## src/rtl/nst_pkg.sv

```systemverilog
// ----------------------------------------------------------------------------
// nst_pkg
// Shared types, constants and helpers of the named counting semaphore table.
// ----------------------------------------------------------------------------
package nst_pkg;

	localparam int SLOTS      = 16;
	localparam int NAME_BYTES = 8;

	localparam int SLOT_W   = (SLOTS > 1) ? $clog2(SLOTS) : 1;
	localparam int NAME_W   = 64;
	localparam int LABEL_W  = 8 * NAME_BYTES;
	localparam int COUNT_W  = 16;
	localparam int HANDLE_W = 4;
	localparam int CALLER_W = 8;

	localparam logic signed [COUNT_W-1:0] COUNT_MIN = {1'b1, {(COUNT_W-1){1'b0}}};
	localparam logic signed [COUNT_W-1:0] COUNT_MAX = {1'b0, {(COUNT_W-1){1'b1}}};

	typedef enum logic [1:0] {
		MODE_CREATE  = 2'd0,
		MODE_WAIT    = 2'd1,
		MODE_SIGNAL  = 2'd2,
		MODE_DESTROY = 2'd3
	} mode_t;

	typedef enum logic [2:0] {
		ST_IDLE,
		ST_SCAN,
		ST_COMMIT,
		ST_RDCNT,
		ST_UPDATE,
		ST_OUT
	} state_t;

	typedef struct packed {
		logic [CALLER_W-1:0]       caller_id;
		logic [HANDLE_W-1:0]       slot_handle;
		logic signed [COUNT_W-1:0] init_count;
		logic [NAME_W-1:0]         sem_name;
		mode_t                     mode;
	} req_t;

	typedef struct packed {
		logic                wake_one;
		logic                must_block;
		logic [HANDLE_W-1:0] result_handle;
		logic                status;
	} res_t;

	typedef struct packed {
		logic                      ok;
		logic                      must_block;
		logic                      wake_one;
		logic signed [COUNT_W-1:0] count;
	} cu_res_t;

	typedef struct packed {
		logic               we;
		logic [SLOT_W-1:0]  addr;
		logic [LABEL_W-1:0] data;
	} lbl_wr_t;

	typedef struct packed {
		logic                      we;
		logic [SLOT_W-1:0]         addr;
		logic signed [COUNT_W-1:0] data;
	} cnt_wr_t;

	function automatic logic [NAME_W-1:0] norm_name(input logic [NAME_W-1:0] raw);
		logic              keep;
		logic [NAME_W-1:0] nm;
		keep = 1'b1;
		nm   = '0;
		for (int b = 0; b < NAME_BYTES; b++) begin
			if (raw[8*b +: 8] == 8'h00) begin
				keep = 1'b0;
			end
			if (keep) begin
				nm[8*b +: 8] = raw[8*b +: 8];
			end
		end
		return nm;
	endfunction

	function automatic logic [SLOT_W-1:0] slot_of(input logic [HANDLE_W-1:0] h);
		return SLOT_W'(h);
	endfunction

endpackage

```

## src/rtl/nst_ram.sv

```systemverilog
// ----------------------------------------------------------------------------
// nst_ram
// Generic single-write, single-read RAM with registered read data.
// ----------------------------------------------------------------------------
module nst_ram #(
	parameter int WIDTH = 8,
	parameter int DEPTH = 16
) (
	input  logic                                    clk,
	input  logic                                    we,
	input  logic [((DEPTH > 1) ? $clog2(DEPTH) : 1)-1:0] waddr,
	input  logic [WIDTH-1:0]                        wdata,
	input  logic [((DEPTH > 1) ? $clog2(DEPTH) : 1)-1:0] raddr,
	output logic [WIDTH-1:0]                        rdata
);

	logic [WIDTH-1:0] mem_q [DEPTH];

	always_ff @(posedge clk) begin
		if (we) begin
			mem_q[waddr] <= wdata;
		end
		rdata <= mem_q[raddr];
	end

endmodule

```

## src/rtl/nst_cnt_unit.sv

```systemverilog
// ----------------------------------------------------------------------------
// nst_cnt_unit
// Saturating count update for P and V, with wait and wake flags, and the destroy check.
// ----------------------------------------------------------------------------
module nst_cnt_unit (
	input  nst_pkg::mode_t                      op,
	input  logic signed [nst_pkg::COUNT_W-1:0]  count_in,
	output nst_pkg::cu_res_t                    res
);

	always_comb begin
		res.ok         = 1'b1;
		res.must_block = 1'b0;
		res.wake_one   = 1'b0;
		res.count      = count_in;
		case (op)
			nst_pkg::MODE_WAIT: begin
				if (count_in != nst_pkg::COUNT_MIN) begin
					res.count = count_in - 1'b1;
				end
				res.must_block = res.count[nst_pkg::COUNT_W-1];
			end
			nst_pkg::MODE_SIGNAL: begin
				if (count_in != nst_pkg::COUNT_MAX) begin
					res.count = count_in + 1'b1;
				end
				res.wake_one = res.count[nst_pkg::COUNT_W-1] || (res.count == '0);
			end
			nst_pkg::MODE_DESTROY: begin
				res.ok = !count_in[nst_pkg::COUNT_W-1];
			end
			default: begin
				res.ok = 1'b0;
			end
		endcase
	end

endmodule

```

## src/rtl/nst_seq.sv

```systemverilog
// ----------------------------------------------------------------------------
// nst_seq
// Sequencer: name scan over the label store, count update, result register.
// ----------------------------------------------------------------------------
module nst_seq (
	input  logic                             clk,
	input  logic                             arst_n,
	input  logic                             in_valid,
	output logic                             in_ready,
	input  nst_pkg::req_t                    in_item,
	output logic                             out_valid,
	input  logic                             out_ready,
	output nst_pkg::res_t                    out_item,
	output logic [nst_pkg::SLOT_W-1:0]       lbl_raddr,
	input  logic [nst_pkg::LABEL_W-1:0]      lbl_rdata,
	output nst_pkg::lbl_wr_t                 lbl_wr,
	output logic [nst_pkg::SLOT_W-1:0]       cnt_raddr,
	input  logic signed [nst_pkg::COUNT_W-1:0] cnt_rdata,
	output nst_pkg::cnt_wr_t                 cnt_wr
);

	localparam logic [nst_pkg::SLOT_W:0]   SCAN_END  = (nst_pkg::SLOT_W+1)'(nst_pkg::SLOTS);
	localparam logic [nst_pkg::SLOT_W-1:0] SLOT_LAST = nst_pkg::SLOT_W'(nst_pkg::SLOTS - 1);

	nst_pkg::state_t                 state_q, state_d;
	nst_pkg::req_t                   req_q;
	nst_pkg::res_t                   res_q, out_res_q;
	nst_pkg::cu_res_t                cu_res;
	logic [nst_pkg::SLOTS-1:0]       used_q;
	logic [nst_pkg::SLOT_W:0]        cnt_q;
	logic [nst_pkg::SLOT_W-1:0]      chk_idx_s1, pick_q, req_slot, in_slot;
	logic                            chk_vld_s1, have_free_q, taken_q, found_q;
	logic                            out_valid_q, accept, out_load, scan_issue;
	logic                            is_create, hit, create_ok, in_ok;

	nst_cnt_unit u_cnt_unit (
		.op       (req_q.mode),
		.count_in (cnt_rdata),
		.res      (cu_res)
	);

	assign in_slot   = nst_pkg::slot_of(in_item.slot_handle);
	assign req_slot  = nst_pkg::slot_of(req_q.slot_handle);
	assign in_ok     = (32'(in_item.slot_handle) < nst_pkg::SLOTS) && used_q[in_slot];
	assign is_create = (req_q.mode == nst_pkg::MODE_CREATE) &&
	                   !req_q.init_count[nst_pkg::COUNT_W-1];
	assign hit       = used_q[chk_idx_s1] &&
	                   (lbl_rdata == req_q.sem_name[nst_pkg::LABEL_W-1:0]);
	assign create_ok = have_free_q && !taken_q;
	assign accept    = in_valid && in_ready;
	assign out_load  = (state_q == nst_pkg::ST_OUT) && (!out_valid_q || out_ready);
	assign out_valid = out_valid_q;
	assign out_item  = out_res_q;

	always_comb begin
		state_d = state_q;
		case (state_q)
			nst_pkg::ST_IDLE: begin
				if (in_valid) begin
					if (in_item.mode == nst_pkg::MODE_CREATE) begin
						state_d = nst_pkg::ST_SCAN;
					end else if (in_ok) begin
						state_d = nst_pkg::ST_RDCNT;
					end else begin
						state_d = nst_pkg::ST_OUT;
					end
				end
			end
			nst_pkg::ST_SCAN: begin
				if (chk_vld_s1 && (chk_idx_s1 == SLOT_LAST)) begin
					state_d = nst_pkg::ST_COMMIT;
				end
			end
			nst_pkg::ST_COMMIT: state_d = nst_pkg::ST_OUT;
			nst_pkg::ST_RDCNT:  state_d = nst_pkg::ST_UPDATE;
			nst_pkg::ST_UPDATE: state_d = nst_pkg::ST_OUT;
			nst_pkg::ST_OUT: begin
				if (out_load) begin
					state_d = nst_pkg::ST_IDLE;
				end
			end
			default: state_d = nst_pkg::ST_IDLE;
		endcase
	end

	always_comb begin
		in_ready     = (state_q == nst_pkg::ST_IDLE);
		scan_issue   = (state_q == nst_pkg::ST_SCAN) && (cnt_q < SCAN_END);
		lbl_raddr    = cnt_q[nst_pkg::SLOT_W-1:0];
		cnt_raddr    = req_slot;
		lbl_wr.we    = (state_q == nst_pkg::ST_COMMIT) && is_create && create_ok;
		lbl_wr.addr  = pick_q;
		lbl_wr.data  = req_q.sem_name[nst_pkg::LABEL_W-1:0];
		cnt_wr.we    = lbl_wr.we;
		cnt_wr.addr  = pick_q;
		cnt_wr.data  = req_q.init_count;
		if ((state_q == nst_pkg::ST_UPDATE) && (req_q.mode != nst_pkg::MODE_DESTROY)) begin
			cnt_wr.we   = 1'b1;
			cnt_wr.addr = req_slot;
			cnt_wr.data = cu_res.count;
		end
	end

	always_ff @(posedge clk or negedge arst_n) begin
		if (!arst_n) begin
			state_q     <= nst_pkg::ST_IDLE;
			used_q      <= '0;
			chk_vld_s1  <= 1'b0;
			out_valid_q <= 1'b0;
		end else begin
			state_q    <= state_d;
			chk_vld_s1 <= scan_issue;
			if (out_load) begin
				out_valid_q <= 1'b1;
			end else if (out_ready) begin
				out_valid_q <= 1'b0;
			end
			if (lbl_wr.we) begin
				used_q[pick_q] <= 1'b1;
			end
			if ((state_q == nst_pkg::ST_UPDATE) && (req_q.mode == nst_pkg::MODE_DESTROY) &&
			    cu_res.ok) begin
				used_q[req_slot] <= 1'b0;
			end
		end
	end

	always_ff @(posedge clk) begin
		chk_idx_s1 <= lbl_raddr;
		case (state_q)
			nst_pkg::ST_IDLE: begin
				if (accept) begin
					req_q.mode        <= in_item.mode;
					req_q.sem_name    <= nst_pkg::norm_name(in_item.sem_name);
					req_q.init_count  <= in_item.init_count;
					req_q.slot_handle <= in_item.slot_handle;
					req_q.caller_id   <= in_item.caller_id;
					cnt_q             <= '0;
					have_free_q       <= 1'b0;
					taken_q           <= 1'b0;
					found_q           <= 1'b0;
					pick_q            <= '0;
					res_q             <= '{wake_one: 1'b0, must_block: 1'b0,
					                       result_handle: '0, status: 1'b1};
				end
			end
			nst_pkg::ST_SCAN: begin
				if (scan_issue) begin
					cnt_q <= cnt_q + 1'b1;
				end
				if (chk_vld_s1) begin
					if (is_create) begin
						if (!used_q[chk_idx_s1]) begin
							have_free_q <= 1'b1;
							pick_q      <= chk_idx_s1;
						end else if (hit) begin
							taken_q <= 1'b1;
						end
					end else if (hit && !found_q) begin
						found_q <= 1'b1;
						pick_q  <= chk_idx_s1;
					end
				end
			end
			nst_pkg::ST_COMMIT: begin
				if (is_create ? create_ok : found_q) begin
					res_q.status        <= 1'b0;
					res_q.result_handle <= nst_pkg::HANDLE_W'(pick_q);
				end
			end
			nst_pkg::ST_UPDATE: begin
				res_q.status     <= !cu_res.ok;
				res_q.must_block <= cu_res.must_block;
				res_q.wake_one   <= cu_res.wake_one;
			end
			nst_pkg::ST_OUT: begin
				if (out_load) begin
					out_res_q <= res_q;
				end
			end
			default: begin
			end
		endcase
	end

`ifndef SYNTHESIS
	a_create_free_slot: assert property (@(posedge clk) disable iff (!arst_n)
		lbl_wr.we |-> !used_q[lbl_wr.addr])
		else $error("create writes an occupied slot");

	a_update_used_slot: assert property (@(posedge clk) disable iff (!arst_n)
		((state_q == nst_pkg::ST_UPDATE) && cnt_wr.we) |-> used_q[cnt_wr.addr])
		else $error("count update on a free slot");

	a_update_after_read: assert property (@(posedge clk) disable iff (!arst_n)
		(state_q == nst_pkg::ST_UPDATE) |-> ($past(state_q) == nst_pkg::ST_RDCNT))
		else $error("count update without a count read");

	a_compare_in_scan: assert property (@(posedge clk) disable iff (!arst_n)
		chk_vld_s1 |-> (state_q == nst_pkg::ST_SCAN))
		else $error("name compare outside of a scan");
`endif

endmodule

```

## src/rtl/named_counting_semaphore_table_top.sv

```systemverilog
// ----------------------------------------------------------------------------
// named_counting_semaphore_table_top
// Table of named counting semaphores with create, open, P, V and destroy.
// ----------------------------------------------------------------------------
// One request item enters on the s_axis channel and gives exactly one result
// item on the m_axis channel. The block takes one item at a time.
// Create and open walk every slot through the label RAM, one slot per cycle,
// and then commit; the block returns to idle as it loads the result into the
// output register and takes the next item from there. P and V read and write
// the count RAM once; destroy only reads it. A handle beyond the table or a
// free slot fails without a count RAM access.
// The result sits in an output register, so a new item is accepted while the
// previous result still waits; a further result waits inside the block until
// the receiver takes the first one, and s_axis_tready stays low meanwhile.
// Reset frees every slot at once through the occupancy flags; the label and
// count RAMs need no clearing pass and the block is ready right after reset.
// ----------------------------------------------------------------------------
module named_counting_semaphore_table_top (
	input  logic        clk,
	input  logic        arst_n,
	input  logic        s_axis_tvalid,
	output logic        s_axis_tready,
	// mode[1:0], sem_name[65:2], init_count[81:66], slot_handle[85:82],
	// caller_id[93:86], zero[95:94]
	input  logic [95:0] s_axis_tdata,
	output logic        m_axis_tvalid,
	input  logic        m_axis_tready,
	// status[0], result_handle[4:1], must_block[5], wake_one[6], zero[7]
	output logic [7:0]  m_axis_tdata
);

	nst_pkg::req_t                         req;
	nst_pkg::res_t                         res;
	nst_pkg::lbl_wr_t                      lbl_wr;
	nst_pkg::cnt_wr_t                      cnt_wr;
	logic [nst_pkg::SLOT_W-1:0]            lbl_raddr, cnt_raddr;
	logic [nst_pkg::LABEL_W-1:0]           lbl_rdata;
	logic signed [nst_pkg::COUNT_W-1:0]    cnt_rdata;

	assign req.mode        = nst_pkg::mode_t'(s_axis_tdata[1:0]);
	assign req.sem_name    = s_axis_tdata[65:2];
	assign req.init_count  = s_axis_tdata[81:66];
	assign req.slot_handle = s_axis_tdata[85:82];
	assign req.caller_id   = s_axis_tdata[93:86];

	assign m_axis_tdata = {1'b0, res.wake_one, res.must_block, res.result_handle, res.status};

	nst_seq u_seq (
		.clk       (clk),
		.arst_n    (arst_n),
		.in_valid  (s_axis_tvalid),
		.in_ready  (s_axis_tready),
		.in_item   (req),
		.out_valid (m_axis_tvalid),
		.out_ready (m_axis_tready),
		.out_item  (res),
		.lbl_raddr (lbl_raddr),
		.lbl_rdata (lbl_rdata),
		.lbl_wr    (lbl_wr),
		.cnt_raddr (cnt_raddr),
		.cnt_rdata (cnt_rdata),
		.cnt_wr    (cnt_wr)
	);

	nst_ram #(
		.WIDTH (nst_pkg::LABEL_W),
		.DEPTH (nst_pkg::SLOTS)
	) u_label_ram (
		.clk   (clk),
		.we    (lbl_wr.we),
		.waddr (lbl_wr.addr),
		.wdata (lbl_wr.data),
		.raddr (lbl_raddr),
		.rdata (lbl_rdata)
	);

	nst_ram #(
		.WIDTH (nst_pkg::COUNT_W),
		.DEPTH (nst_pkg::SLOTS)
	) u_count_ram (
		.clk   (clk),
		.we    (cnt_wr.we),
		.waddr (cnt_wr.addr),
		.wdata (cnt_wr.data),
		.raddr (cnt_raddr),
		.rdata (cnt_rdata)
	);

endmodule

```

## config.mk

```make
export PLATFORM = sky130hd
export DESIGN_NAME = named_counting_semaphore_table_top
export DESIGN_NICKNAME = d
export VERILOG_FILES = /design/src/rtl/nst_pkg.sv /design/src/rtl/nst_ram.sv /design/src/rtl/nst_cnt_unit.sv /design/src/rtl/nst_seq.sv /design/src/rtl/named_counting_semaphore_table_top.sv
export SDC_FILE = /design/constraint.sdc
export NUM_CORES = 2
export LEC_CHECK = 0
export BUFFER_PORTS_ARGS = -buffer_cell sky130_fd_sc_hd__buf_2
export CORE_ASPECT_RATIO = 0.8
export CORE_MARGIN = 3
export CORE_UTILIZATION = 50
export CTS_CLUSTER_SIZE = 24
export DETAILED_ROUTE_END_ITERATION = 8
export PLACE_DENSITY_LB_ADDON = 0.05
export REMOVE_ABC_BUFFERS = 1
export SYNTH_ARGS = -nofsm -noshare
export SYNTH_HDL_FRONTEND = slang
export SYNTH_HIERARCHICAL = 1
export SYNTH_SLANG_ARGS = --single-unit
```

## constraint.sdc

```tcl
create_clock -name clk -period 19.5 [get_ports clk]
set_input_delay 1.95 -clock clk [delete_from_list [all_inputs] [get_ports clk]]
set_output_delay 1.95 -clock clk [all_outputs]
set_load 0.1 [all_outputs]
```

* Word-level counts from Yosys, hierarchy flattened
Memory sizes are Yosys's and may differ from the RTL's. A register that Yosys moved wholly into a read port is not among the register bits.
Index checks and enable logic that the tools add are counted.
** Storage, ports and cells
- Flip-flop bits (word level) :: 137
- Memory bits (writable) :: 1280
- Input bits :: 100
- Output and inout bits :: 10
- Word-level logic and storage cells :: 208
- Memories kept :: 2
** Memory list
- u_label_ram.mem_q :: depth 16, bits a word 64, read ports 1, clocked after Yosys merged registers in 1, wr ports 1, RTL line nst_ram.sv:17 : logic [WIDTH-1:0] mem_q [DEPTH];
- u_count_ram.mem_q :: depth 16, bits a word 16, read ports 1, clocked after Yosys merged registers in 1, wr ports 1, RTL line nst_ram.sv:17
** Operators by class
- $add $sub $neg :: 3
- Magnitude comparators :: 7
- Equality and inequality tests :: 28
- Mux-type cells :: 83
- Bitwise gates (word level) :: 3
- Reductions and logical operators :: 53
** Operators by type and width (number)
- 2-to-1 mux 16 bit :: 5
- equality test 64 bit :: 1
- logical NOT 8 bit :: 8
- 2-to-1 mux 1 bit :: 48
- inequality test 16 bit (second input constant) :: 2
- case mux 16 bit (2 select lines) :: 1
- 2-to-1 mux 21 bit :: 1
- less-than comparator 4 x 5 -> 1 bit (second input constant) :: 4
- 2-to-1 mux 4 bit :: 5
- adder 16 x 1 -> 16 bit (second input constant) :: 1
- bitwise AND 16 bit :: 1
- logical NOT 16 bit :: 1
- inequality test 2 bit (second input constant) :: 8
- NOT 16 bit :: 1
- bitwise OR 16 bit :: 1
- case mux 4 bit (2 select lines) :: 2
- subtractor 16 x 1 -> 16 bit (second input constant) :: 1
- logical AND 1 bit :: 15
- 2-to-1 mux 3 bit :: 5
- 2-to-1 mux 5 bit :: 3
- case mux 3 bit (5 select lines) :: 1
- AND reduction 5 bit :: 3
- inequality test 2 x 1 -> 1 bit (second input constant) :: 6
- AND reduction 3 bit :: 4
- 27 further kinds :: 49

* Longest topological paths before layout
- Depth in word-level cells :: 25
- Mapped depth :: 10
- Depth with buffers taken out :: 9

* Modules after synthesis
Netlist, hierarchy kept.
** Modules (own cells, without submodules)
- nst_ram at u_label_ram :: instances 1, cells an instance 1647, area an instance 39581.7 µm², seq. area each 32030.7 µm²
- nst_ram at u_count_ram :: instances 1, cells an instance 432, area an instance 10042.1 µm², seq. area each 8007.7 µm²
- nst_seq :: instances 1, cells an instance 557, area an instance 7053.0 µm², seq. area each 3968.8 µm²
- nst_cnt_unit :: instances 1, cells an instance 205, area an instance 1285.0 µm², seq. area each 0.0 µm²
- named_counting_semaphore_table_top :: instances 1, cells an instance 2, area an instance 11.3 µm², seq. area each 0.0 µm²

* Worst setup path before layout
OpenSTA, ideal clock, no wires.
- Path kind :: register -> register
- From :: register u_seq/req_q[1] (netlist name)
- To :: memory u_label_ram/mem_q[0][0] (netlist name) (enable)
- Library setup time :: 0.565 ns
- Arrival time :: 6.211 ns
- Required time :: 18.935 ns
- Setup slack :: 12.725 ns
- Cell stages (with the launch flop) :: 7
- Buffers on the path :: 0
- Period minus slack after synthesis :: 6.775 ns
- Path through :: edfxtp_1 or3_4 nor3b_2 nand3_2 inv_2 or3b_2 nor3_1
** RTL lines
- start, declared :: RTL line nst_seq.sv:26 : nst_pkg::req_t req_q;
- end, declared :: RTL line nst_ram.sv:17

* Final worst setup path
- From :: input port s_axis_tdata[11]
- To :: register u_seq.req_q (netlist bit u_seq/lbl_wr[57]), data pin
** On the way
- Longest elaborated chain between the ends :: 22
** Ends and longest elaborated chain
- start, declared :: RTL line named_counting_semaphore_table_top.sv:25 : input logic [95:0] s_axis_tdata,
- logical NOT 8 bit :: RTL line nst_pkg.sv:76 : if (raw[8*b +: 8] == 8'h00) begin
- 2-to-1 mux 1 bit :: RTL line nst_pkg.sv:76
- 2-to-1 mux 1 bit :: RTL line nst_seq.sv:132 : if (accept) begin
- 2-to-1 mux 1 bit :: RTL line nst_seq.sv:130 : case (state_q)
- 2-to-1 mux 1 bit :: RTL line nst_pkg.sv:76
- 2-to-1 mux 1 bit :: RTL line nst_seq.sv:132
- 2-to-1 mux 1 bit :: RTL line nst_seq.sv:130
- 2-to-1 mux 1 bit :: RTL line nst_pkg.sv:76
- [6 not listed]
- 2-to-1 mux 1 bit :: RTL line nst_seq.sv:132
- 2-to-1 mux 1 bit :: RTL line nst_seq.sv:130
- 2-to-1 mux 1 bit :: RTL line nst_pkg.sv:76
- 2-to-1 mux 1 bit :: RTL line nst_seq.sv:132
- 2-to-1 mux 1 bit :: RTL line nst_seq.sv:130
- 2-to-1 mux 1 bit :: RTL line nst_pkg.sv:76
- 2-to-1 mux 1 bit :: RTL line nst_seq.sv:132
- 2-to-1 mux 1 bit :: RTL line nst_seq.sv:130
Every way passes these cells. The select of a mux whose other input is x is not followed.
A chain may end at the register's enable or synchronous reset.

==> impl_metrics.tcl <==
set metrics [dict create \
    hold_buffers 0 \
    slowest_delay_ns 0.93 \
    row_count 111 \
    synth-edff-count 1392 \
    vdd_drop_max_uv 157 \
    cp_cell_sequence "buf_2 > nor4_1 > nand2_1 > and3_1 > and3_4 > and3_4 > and2_1" \
    post-cts-setup-buffer-count 0 \
    cts.path.max_buffers 3 \
    numCtsBuffers 148 \
    synth_cells 2843 \
    port_buffers 98 \
    dr_total_vias 28200 \
    fp.dieW_microns 387 \
    layout.cells.non_filler 4583 \
    netlist_area_sq_um 58000 \
    io_pins 110 \
    grt_pass1_vias 28800 \
    synth_cell_types 77 \
    worstHoldPathType "register to register" \
    fmaxAchievable_mhz 216 \
    synthArstFlopShare 0.0140 \
    layout_common_cells "edfxtp_1 (1392), mux4_2 (319), a22oi_1 (161), clkbuf_16 (153), nand2_1 (119)" \
    syn_avg_cell_area_sq_um 20.4 \
    grt_pass1_wl_mm 199 \
    r2r-start "u_seq/req_q[1]" \
    final_common_cell "edfxtp_1" \
    p_leak_uw 0.0207 \
    status "finished clean" \
    hold_start "u_seq/res_q[2]" \
    p_per_area_nw_per_um2 132 \
    fp.dieArea_sq_um 120000 \
    hpwl_mm 72.6 \
    clk_pin_slew_worst_paths_ns 0.06 \
    antenna_found_initial 3 \
    drt_iter0_markers 2848 \
    startpoint_type "input pin" \
    crit_start "s_axis_tdata[11]" \
    cpMaxStageDelayCell "nor4_1" \
    dr.pass1.iters 6 \
    crit_top_cell "and3_4" \
    post_cts_resized 0 \
    min_period_over_period 0.237 \
    hold_viol 0 \
    overflow 0 \
    crit_type "input pin to register" \
    tns_ns 0 \
    gp_congestion 0.870 \
    arrival_ns 5.13 \
    wl_per_cell_microns 29.7 \
    clk_latency_ns 0.76 \
    crit_fanout 17 \
    rsz0062_at_grt "no" \
    period_needed_ns 4.63 \
    required_ns 20.01 \
    slew_headroom 0.162 \
    wirelength_mm 136 \
    root_buffer "clkbuf_16" \
    ys_seq_area_frac 0.759 \
    start_util 0.505 \
    track_usage 0.228 \
    setup_violations 0 \
    dieHeight_microns 311 \
    maxSlewViolCount 0 \
    synthToLayoutAreaGrowth_pct 11.3 \
    cts.sinks 1497 \
    ant_nets 0 \
    drc 0 \
    ys_warn_count 6 \
    grt_max_degree 152 \
    drive_gt1_frac 0.258 \
    final_nets 3040 \
    ys_seq_elements 1497 \
    h-tree-depth 4 \
    routed_via_density 6.14 \
    core_region_area_sq_um 115000 \
    endpoint_kind "register" \
    synth_ff_type "edfxtp_1" \
    hold_ws_ns 0.422 \
    fin_skew_ns 0.0179 \
    max_cap_violations 0 \
    cts_tree "built" \
    worst_slew_pin_slew_ns 1.25 \
    numPlacedInstances 4307 \
]
area by class of cell:
class	instances	area, sq um
Clock buffer	202	4110
Fill cell	8563	50300
Inverter	14	52.6
Antenna cell	1	2.50
Multi-Input combinational cell	1109	12800
Timing Repair Buffer	163	1010
Sequential cell	1497	44000
Clock inverter	72	676
Tap cell	1525	1910
worst max-delay path: cells and delay by family:
family | cells | cell delay [ns]
AND/OR/NAND/NOR | 6 | 3.02
buffers and inverters | 1 | 0.11
sequential cells by signal, indices dropped and copies added, names as in the netlist:
register,cells
u_label_ram/rdata,64
u_seq/out_item,7
u_seq/taken_q,1
u_seq/found_q,1
u_seq/state_q,3
u_seq/chk_vld_s1,1
u_seq/cnt_q,5
u_seq/chk_idx_s1,4
u_seq/have_free_q,1
u_seq/out_valid,1
u_seq/cnt_raddr,4
u_count_ram/mem_q,256
u_seq/req_q,18
u_seq/used_q,16
u_seq/pick_q,4
u_label_ram/mem_q,1024
u_seq/lbl_wr,64
u_count_ram/rdata,16
u_seq/res_q,7
report_power, final:
group	internal, uW	total (uW)	switching, uW
registers	3780	3970	196
logic	751	1720	973
clock network	1630	2800	1170
worst paths after layout:
check                                                 to  slack (ns)  cells past startpoint
max in group asynchronous                u_seq/used_q[2]       17.99                      1
worst max-delay path                    u_seq/lbl_wr[57]       14.87                      7
worst max register to register  u_label_ram/mem_q[3][59]       15.12                      7
worst min-delay path                   u_seq/out_item[2]        0.42                      0
min in group asynchronous                u_seq/used_q[7]        1.16                      1
worst min register to register         u_seq/out_item[2]        0.42                      0
stage by stage:
step	total power [uW]	area [sq um]	utilization	setup WS [ns]
after floorplan	5600	56600	-	8.45
after global placement	5750	59700	0.520	14.40
after detailed placement	5780	59700	0.520	14.29
after CTS	8590	64500	0.562	15.01
after global routing	8860	64500	0.562	14.93
final	8500	64500	0.562	14.87
kinds of logic after synthesis:
family | count (synthesis) | synth area share
DFF | 1497 | 0.759
and+or+nand+nor | 390 | 0.0368
muxes | 356 | 0.134
AOI/OAI and AO/OA | 280 | 0.0336
buffers and inverters | 237 | 0.0241
xor gates and xnor gates | 75 | 0.0113
adders and majority gates | 7 | 0.00151
other | 1 | 0.0000647
metal layers:
metal  global-route usage  part of all wire  up-vias
met5                    0                 0        -
met4               0.0602             0.017        0
met3               0.0297             0.061      151
met2                0.336              0.45      977
met1                0.361              0.47    15200
li1                     -                 -    11800
Yosys cell counts (37+ instances only):
master	instances	area [sq um]
a21oi_1	46	230
a22oi_1	161	1210
and2_1	39	244
buf_4	83	623
clkbuf_1	73	274
dfxtp_1	84	1680
edfxtp_1	1392	41800
mux4_2	319	7180
nand2_1	119	447
nor2_1	54	203
xnor2_1	37	324
xor2_1	38	333
(Power assumes the default switching activity.)
